--- src/idbc_pkg.sv ---
package idbc_pkg;

   localparam int IDLE_W      = 32;
   localparam int SEC_W       = 16;
   localparam int MS_W        = 26;
   localparam int ALPHA_W     = 16;
   localparam int CSR_IDX_W   = 2;
   localparam int MS_PER_S    = 1000;
   localparam int FADE_MS_DEF = 1500;

   localparam logic [SEC_W-1:0]   WARN_S_RST   = 16'd10;
   localparam logic [SEC_W-1:0]   BLACK_S_RST  = 16'd20;
   localparam logic [ALPHA_W-1:0] MAX_DIM_RST  = 16'd42598;

   typedef enum logic [1:0] {
      MODE_NORMAL   = 2'd0,
      MODE_DIMMING  = 2'd1,
      MODE_BLACKOUT = 2'd2
   } mode_type;

   typedef enum logic [CSR_IDX_W-1:0] {
      CSR_WARN     = 2'd0,
      CSR_BLACKOUT = 2'd1,
      CSR_MAX_DIM  = 2'd2
   } csr_index_type;

   typedef struct packed {
      logic [IDLE_W-1:0] idle_ms;
      logic              media_active;
   } req_type;

   typedef struct packed {
      mode_type           mode;
      logic [ALPHA_W-1:0] alpha;
      logic               paint;
      logic               show_overlay;
      logic               hide_overlay;
      logic               standby_now;
      logic               wake_now;
   } rsp_type;

   typedef struct packed {
      mode_type mode;
      logic     paint;
      logic     show_overlay;
      logic     hide_overlay;
      logic     standby_now;
      logic     wake_now;
   } side_type;

   typedef struct packed {
      logic [MS_W-1:0]    warn_ms;
      logic [MS_W-1:0]    black_ms;
      logic [ALPHA_W-1:0] max_dim;
   } cfg_type;

endpackage

--- src/idbc_csr.sv ---
module idbc_csr
   import idbc_pkg::*;
(
   input  logic                 clock,
   input  logic                 reset,
   input  logic                 csr_valid,
   output logic                 csr_ready,
   input  logic [CSR_IDX_W-1:0] csr_index,
   input  logic [SEC_W-1:0]     csr_data,
   output cfg_type              cfg
);

   cfg_type         cfg_ff;
   cfg_type         cfg_in;
   logic [MS_W-1:0] data_ms;

   // thresholds kept in milliseconds
   assign data_ms   = MS_W'(csr_data) * MS_W'(MS_PER_S);
   assign csr_ready = 1'b1;
   assign cfg       = cfg_ff;

   always_comb begin
      cfg_in = cfg_ff;
      if (csr_valid) begin
         case (csr_index)
            CSR_WARN:     cfg_in.warn_ms  = data_ms;
            CSR_BLACKOUT: cfg_in.black_ms = data_ms;
            CSR_MAX_DIM:  cfg_in.max_dim  = csr_data;
            default:      cfg_in = cfg_ff;
         endcase
      end
   end

   always_ff @(posedge clock) begin
      if (reset) begin
         cfg_ff.warn_ms  <= MS_W'(WARN_S_RST) * MS_W'(MS_PER_S);
         cfg_ff.black_ms <= MS_W'(BLACK_S_RST) * MS_W'(MS_PER_S);
         cfg_ff.max_dim  <= MAX_DIM_RST;
      end else begin
         cfg_ff <= cfg_in;
      end
   end

endmodule

--- src/idbc_mode.sv ---
module idbc_mode
   import idbc_pkg::*;
#(
   parameter int FADE_MS = FADE_MS_DEF,
   localparam int TW = $clog2(FADE_MS + 1)
)(
   input  logic          clock,
   input  logic          reset,
   input  logic          load,
   input  logic          take,
   input  req_type       req,
   input  cfg_type       cfg,
   output side_type      side,
   output logic [TW-1:0] fade_t
);

   mode_type          mode_ff;
   mode_type          mode_in;
   side_type          side_ff;
   side_type          side_in;
   logic [TW-1:0]     fade_t_ff;
   logic [TW-1:0]     fade_t_in;
   logic [IDLE_W-1:0] idle;
   logic [IDLE_W-1:0] past_warn;
   logic              black_hit;
   logic              warn_hit;

   assign idle      = req.media_active ? '0 : req.idle_ms;
   assign black_hit = idle >= IDLE_W'(cfg.black_ms);
   assign warn_hit  = idle >= IDLE_W'(cfg.warn_ms);
   assign past_warn = idle - IDLE_W'(cfg.warn_ms);

   always_comb begin
      side_in   = '0;
      fade_t_in = '0;
      if (black_hit) begin
         side_in.mode        = MODE_BLACKOUT;
         side_in.standby_now = (mode_ff != MODE_BLACKOUT);
      end else if (warn_hit) begin
         side_in.mode         = MODE_DIMMING;
         side_in.paint        = 1'b1;
         side_in.wake_now     = (mode_ff == MODE_BLACKOUT);
         side_in.show_overlay = (mode_ff != MODE_DIMMING);
         fade_t_in = (past_warn > IDLE_W'(FADE_MS)) ? TW'(FADE_MS) : past_warn[TW-1:0];
      end else begin
         side_in.mode         = MODE_NORMAL;
         side_in.wake_now     = (mode_ff == MODE_BLACKOUT);
         side_in.hide_overlay = (mode_ff != MODE_NORMAL);
      end
      mode_in = take ? side_in.mode : mode_ff;
   end

   always_ff @(posedge clock) begin
      if (reset) begin
         mode_ff <= MODE_NORMAL;
      end else begin
         mode_ff <= mode_in;
      end
   end

   always_ff @(posedge clock) begin
      if (load) begin
         side_ff   <= side_in;
         fade_t_ff <= fade_t_in;
      end
   end

   assign side   = side_ff;
   assign fade_t = fade_t_ff;

endmodule

--- src/idbc_scale.sv ---
module idbc_scale
   import idbc_pkg::*;
#(
   parameter int FADE_MS = FADE_MS_DEF,
   localparam int TW = $clog2(FADE_MS + 1)
)(
   input  logic               clock,
   input  logic [1:0]         load,
   input  side_type           side,
   input  logic [TW-1:0]      fade_t,
   input  logic [ALPHA_W-1:0] max_dim,
   output rsp_type            rsp
);

   localparam int PW = TW + ALPHA_W;
   localparam int SH = PW + TW;
   localparam int KW = PW + 2;
   localparam int QW = PW + KW;
   localparam logic [KW-1:0] RECIP =
      KW'(((64'd1 << SH) + 64'(FADE_MS) - 64'd1) / 64'(FADE_MS));

   logic [PW-1:0]      prod_ff;
   logic [PW-1:0]      prod_in;
   side_type           prod_side_ff;
   logic [QW-1:0]      scaled;
   logic [ALPHA_W-1:0] quo_in;
   logic [ALPHA_W-1:0] quo_ff;
   side_type           side_ff;

   assign prod_in = PW'(fade_t) * PW'(max_dim);

   // floor(prod / FADE_MS): multiply by the rounded-up reciprocal, exact for every product
   assign scaled = QW'(prod_ff) * QW'(RECIP);
   assign quo_in = scaled[SH +: ALPHA_W];

   always_ff @(posedge clock) begin
      if (load[0]) begin
         prod_ff      <= prod_in;
         prod_side_ff <= side;
      end
   end

   always_ff @(posedge clock) begin
      if (load[1]) begin
         quo_ff  <= quo_in;
         side_ff <= prod_side_ff;
      end
   end

   always_comb begin
      rsp.mode         = side_ff.mode;
      rsp.alpha        = quo_ff;
      rsp.paint        = side_ff.paint;
      rsp.show_overlay = side_ff.show_overlay;
      rsp.hide_overlay = side_ff.hide_overlay;
      rsp.standby_now  = side_ff.standby_now;
      rsp.wake_now     = side_ff.wake_now;
   end

endmodule

--- src/idle_dim_blackout_controller.sv ---
// channel | direction | handshake             | payload
// req     | in        | req_valid / req_stall | req_type: idle_ms, media_active
// rsp     | out       | rsp_valid / rsp_stall | rsp_type: mode, alpha, paint, pulses
// csr     | in        | csr_valid / csr_ready | csr_index, csr_data (16 bit)
//
// One transaction per cycle sustained while rsp_stall is low; a request passes the
// input register, mode stage, fade product, then the divide by FADE_MS done as
// a multiply by its rounded-up reciprocal, on its way to the result.
// Synchronous reset: mode to normal, CSR registers to defaults, pipeline empty.
// rsp_stall holds the result register; empty stages keep filling behind it and
// req_stall rises only once every stage holds a transaction.
module idle_dim_blackout_controller
   import idbc_pkg::*;
#(
   parameter int FADE_MS = FADE_MS_DEF
)(
   input  logic                 clock,
   input  logic                 reset,
   input  logic                 req_valid,
   output logic                 req_stall,
   input  req_type              req_payload,
   output logic                 rsp_valid,
   input  logic                 rsp_stall,
   output rsp_type              rsp_payload,
   input  logic                 csr_valid,
   output logic                 csr_ready,
   input  logic [CSR_IDX_W-1:0] csr_index,
   input  logic [SEC_W-1:0]     csr_data
);

   localparam int TW = $clog2(FADE_MS + 1);
   localparam int N  = 4;

   logic [N-1:0]  valid_ff;
   logic [N-1:0]  valid_in;
   logic [N:0]    ready;
   req_type       req_ff;
   cfg_type       cfg;
   side_type      side;
   logic [TW-1:0] fade_t;

   assign ready[N] = !rsp_stall;
   for (genvar i = 0; i < N; i++) begin : g_flow
      assign ready[i] = !valid_ff[i] || ready[i+1];
      if (i == 0) begin : g_head
         assign valid_in[i] = ready[i] ? req_valid : valid_ff[i];
      end else begin : g_body
         assign valid_in[i] = ready[i] ? valid_ff[i-1] : valid_ff[i];
      end
   end

   always_ff @(posedge clock) begin
      if (reset) begin
         valid_ff <= '0;
      end else begin
         valid_ff <= valid_in;
      end
   end

   always_ff @(posedge clock) begin
      if (ready[0]) begin
         req_ff <= req_payload;
      end
   end

   assign req_stall = !ready[0];
   assign rsp_valid = valid_ff[N-1];

   idbc_csr u_csr (
      .clock     (clock),
      .reset     (reset),
      .csr_valid (csr_valid),
      .csr_ready (csr_ready),
      .csr_index (csr_index),
      .csr_data  (csr_data),
      .cfg       (cfg)
   );

   idbc_mode #(
      .FADE_MS (FADE_MS)
   ) u_mode (
      .clock  (clock),
      .reset  (reset),
      .load   (ready[1]),
      .take   (ready[1] && valid_ff[0]),
      .req    (req_ff),
      .cfg    (cfg),
      .side   (side),
      .fade_t (fade_t)
   );

   idbc_scale #(
      .FADE_MS (FADE_MS)
   ) u_scale (
      .clock   (clock),
      .load    (ready[N-1:2]),
      .side    (side),
      .fade_t  (fade_t),
      .max_dim (cfg.max_dim),
      .rsp     (rsp_payload)
   );

`ifndef SYNTHESIS
   a_alpha_cap: assert property (@(posedge clock) disable iff (reset)
      rsp_valid |-> rsp_payload.alpha <= cfg.max_dim)
      else $error("alpha above max dim level");

   a_alpha_idle: assert property (@(posedge clock) disable iff (reset)
      rsp_valid && !rsp_payload.paint |-> rsp_payload.alpha == '0)
      else $error("alpha nonzero without paint");

   a_standby_mode: assert property (@(posedge clock) disable iff (reset)
      rsp_valid && rsp_payload.standby_now |-> rsp_payload.mode == MODE_BLACKOUT)
      else $error("standby pulse outside blackout");

   a_paint_mode: assert property (@(posedge clock) disable iff (reset)
      rsp_valid |-> rsp_payload.paint == (rsp_payload.mode == MODE_DIMMING))
      else $error("paint does not track dimming mode");
`endif

endmodule

--- config.mk ---
export PLATFORM = sky130hd
export DESIGN_NAME = idle_dim_blackout_controller
export DESIGN_NICKNAME = d
export VERILOG_FILES = /design/src/idbc_pkg.sv /design/src/idbc_csr.sv /design/src/idbc_mode.sv /design/src/idbc_scale.sv /design/src/idle_dim_blackout_controller.sv
export SDC_FILE = /design/constraint.sdc
export NUM_CORES = 2
export LEC_CHECK = 0
export BUFFER_PORTS_ARGS = -buffer_cell sky130_fd_sc_hd__buf_2
export CAP_MARGIN = 20
export CORE_MARGIN = 2
export CORE_UTILIZATION = 43
export CTS_CLUSTER_DIAMETER = 80
export DETAILED_ROUTE_END_ITERATION = 6
export GPL_TIMING_DRIVEN = 0
export PLACE_DENSITY = 0.67
export SETUP_SLACK_MARGIN = 0.15
export SLEW_MARGIN = 10
export SYNTH_ARGS = -nofsm -noshare
export SYNTH_HDL_FRONTEND = slang
export SYNTH_HIERARCHICAL = 1
export SYNTH_SLANG_ARGS = --single-unit
--- constraint.sdc ---
create_clock -name clock -period 8.5 [get_ports clock]
set_clock_uncertainty 0.2 [all_clocks]
set_input_delay 0.425 -clock clock [delete_from_list [all_inputs] [get_ports clock]]
set_output_delay 0.425 -clock clock [all_outputs]
set_load 0.05 [all_outputs]
==> impl_metrics.env <==
export IMPL_dr_max_layer_used="met5"
export IMPL_yosys_warnings=6
export IMPL_synth_edf_count=108
export IMPL_rsz0062_at_grt="false"
export IMPL_cts_resized=0
export IMPL_cap_violations=0
export IMPL_routabilityCongestion=0.9319
export IMPL_critPathArrivalTime_ns=7.34
export IMPL_die_area_um2=72560
export IMPL_dp_final_hpwl_um=60640
export IMPL_worst_slew_pin_slew_ns=0.8661
export IMPL_dieWidth_um=269.4
export IMPL_ys_seq_area_share_pct=15.20
export IMPL_critPathRequiredTime_ns=8.54
export IMPL_met1_length_um=31170
export IMPL_synth_ff_type="edfxtp_1"
export IMPL_path_max_fanout=11
export IMPL_start_util_pct=43.32
export IMPL_period_minus_slack_ns=7.297
export IMPL_drv_slew=0
export IMPL_wl_per_cell_um=16.79
export IMPL_hold_class="primary input to flop"
export IMPL_antenna_found_initial=2
export IMPL_first_global_vias=22630
export IMPL_period_share_pct=85.85
export IMPL_grt_overflow_total=0
export IMPL_ys_seq_elements=176
export IMPL_crit_type="flop to flop"
export IMPL_fin_tns_setup_ns=0
export IMPL_numCtsBuffers=17
export IMPL_drt_iter0_markers=1062
export IMPL_n_antenna_cell=0
export IMPL_grt_pass1_wl_um=117300
export IMPL_clk_pin_slew_ns=0.08
export IMPL_grt_max_degree=34
export IMPL_drc=0
export IMPL_max_freq_mhz=137.0
export IMPL_async_flop_share_pct=0
export IMPL_route_met2_wl_um=35090
export IMPL_status="finished, final reports clean"
export IMPL_hold_viol=0
export IMPL_rows=97
export IMPL_grt_util_all_layers_pct=20.31
export IMPL_relSlewSlack_pct=41.91
export IMPL_syn_area_um2=30280
export IMPL_cp_start_kind="flop"
export IMPL_syn_to_final_growth_pct=8.569
export IMPL_endpoint_kind="flop"
export IMPL_cts_tree="done"
export IMPL_clock_latency_ns=0.49
export IMPL_ioPinCount=82
export IMPL_netlist_instances=3143
export IMPL_first_pass_iters=5
export IMPL_cts_root_buf="clkbuf_16"
export IMPL_setup_violations=0
export IMPL_die_y_um=269.4
export IMPL_core_area_um2=69910
export IMPL_met3WireLength_um=3316
export IMPL_vias=21510
export IMPL_totalWireLength_um=71100
export IMPL_synth_cell_types=119
export IMPL_layout_drive_gt1_share_pct=6.220
export IMPL_fin_nets=4260
export IMPL_final_antenna_net_count=0
export IMPL_port_buffers=80
export IMPL_clkSinkCount=176
export IMPL_syn_area_per_cell_um2=9.635
export IMPL_viasPerCell=5.077
export IMPL_clk_path_buf_depth=2
export IMPL_htree_num_levels=4
synth_stat cells, types with 6 or more instances:
cell type,number,area share (%)
buf_4,9,0.22
edfxtp_1,108,11
nand3_1,45,0.74
and2_1,72,1.5
o21ai_0,52,0.86
and4_1,7,0.20
a2111o_1,6,0.22
o31ai_1,10,0.25
a21o_1,43,1.1
o21bai_1,11,0.27
and3_1,13,0.27
a211oi_1,18,0.45
o21ai_1,10,0.17
nor2b_1,37,0.76
nor3_1,33,0.55
fa_1,474,31
or2_2,6,0.12
a21oi_2,6,0.17
buf_2,10,0.17
nor4_1,9,0.19
inv_1,788,9.8
or3_1,7,0.14
nor2_1,63,0.78
nand2b_1,12,0.25
mux2i_1,8,0.26
nand4_1,21,0.43
xnor2_1,53,1.5
xor2_1,30,0.87
clkbuf_1,58,0.72
nand3b_1,10,0.25
dfxtp_1,68,4.5
ha_1,447,18
o211ai_1,28,0.69
o21a_1,8,0.20
a31oi_1,15,0.31
a21oi_1,132,2.2
nand2_1,259,3.2
critical path, stage by stage, from the launching register on:
cell	delay (ns)
edfxtp_1	0.79
inv_1	0.28
fa_1	0.51
fa_1	0.50
inv_1	0.05
ha_1	0.29
fa_1	0.49
fa_1	0.51
fa_1	0.49
inv_1	0.05
fa_1	0.50
inv_1	0.05
ha_1	0.32
nand4_2	0.15
nor4_2	0.48
nand3_1	0.15
o211ai_2	0.39
o211ai_1	0.25
o21ai_0	0.30
a31oi_1	0.15
xnor2_1	0.14
sequential cells by signal, indices dropped and copies added (netlist names):
name and cells:
req_ff 33, u_csr/cfg 62, u_mode/fade_t 11, u_mode/mode_ff 2, u_mode/side 7, u_scale/prod_ff 27
u_scale/prod_side_ff 7, u_scale/quo_ff 16, u_scale/rsp 7, valid_ff 4
area by class of cell:
class,count,area (µm²)
fillers,6659,37030
multi-input cells,2098,22340
flip-flops and latches,176,4604
inverters,789,2962
well taps,940,1176
repair buffers,116,770.7
clock buffers,17,425.4
plain buffers,85,399.1
clock inverters,15,196.4
worst paths after layout:
kind,startpoint,end,slack [ns],cells past startpoint
min reg2reg,u_mode/side[0],u_scale/prod_side_ff[0],0.22,0
max reg2reg,u_scale/prod_ff[25],u_scale/quo_ff[7],1.20,20
min,csr_data[3],u_csr/cfg[3],0.05,3
max,u_scale/prod_ff[25],u_scale/quo_ff[7],1.20,20
metrics by stage:
step           instances  utilization, %  hold WS (ns)  setup slack (ns)  cell area [µm²]
6_report            4236           47.03       0.04661             1.203            32880
5_1_grt             4236           47.03       0.03249            0.8168            32880
4_1_cts             4236           47.03      0.001626             1.120            32880
3_5_place_dp        4169           45.64        0.2056             1.141            31910
3_3_place_gp        4168           45.60        0.2015             1.156            31880
2_1_floorplan       3148               -        0.2003             2.265            30300
what timing repair did:
action,CTS,global route
buffers inserted,0,0
endpoints found under the hold margin,35,0
hold buffers,35,0
kinds of logic after synthesis:
| family | share of synthesized area, % |
|---|---|
| adders and majority gates | 49.97 |
| buffers and inverters | 11.10 |
| and+or+nand+nor | 11.09 |
| AOI/OAI and AO/OA | 9.821 |
| DFF | 15.20 |
| xor gates and xnor gates | 2.491 |
| muxes | 0.3016 |
| other | 0.02480 |
layout by cell type, fill, tap and decap left out, types with 37 or more instances in the layout:
master / n
nor2b_1: 37
and2_1: 72
o21ai_0: 52
inv_1: 788
nand2_1: 258
fa_1: 474
dfxtp_1: 68
buf_2: 90
edfxtp_1: 108
ha_1: 447
a21o_1: 43
nor2_1: 63
a21oi_1: 132
xnor2_1: 53
clkbuf_1: 58
nand3_1: 44
layer usage:
| layer | GRT usage, % | vias up |
|---|---|---|
| li1 | - | 10390 |
| met1 | 26.38 | 10570 |
| met2 | 35.47 | 480 |
| met3 | 2.903 | 73 |
| met4 | 5.336 | 4 |
| met5 | 0 | - |
Power is not shown: default switching activity piles up to over one toggle a cycle in this logic, so the estimate is an artifact.
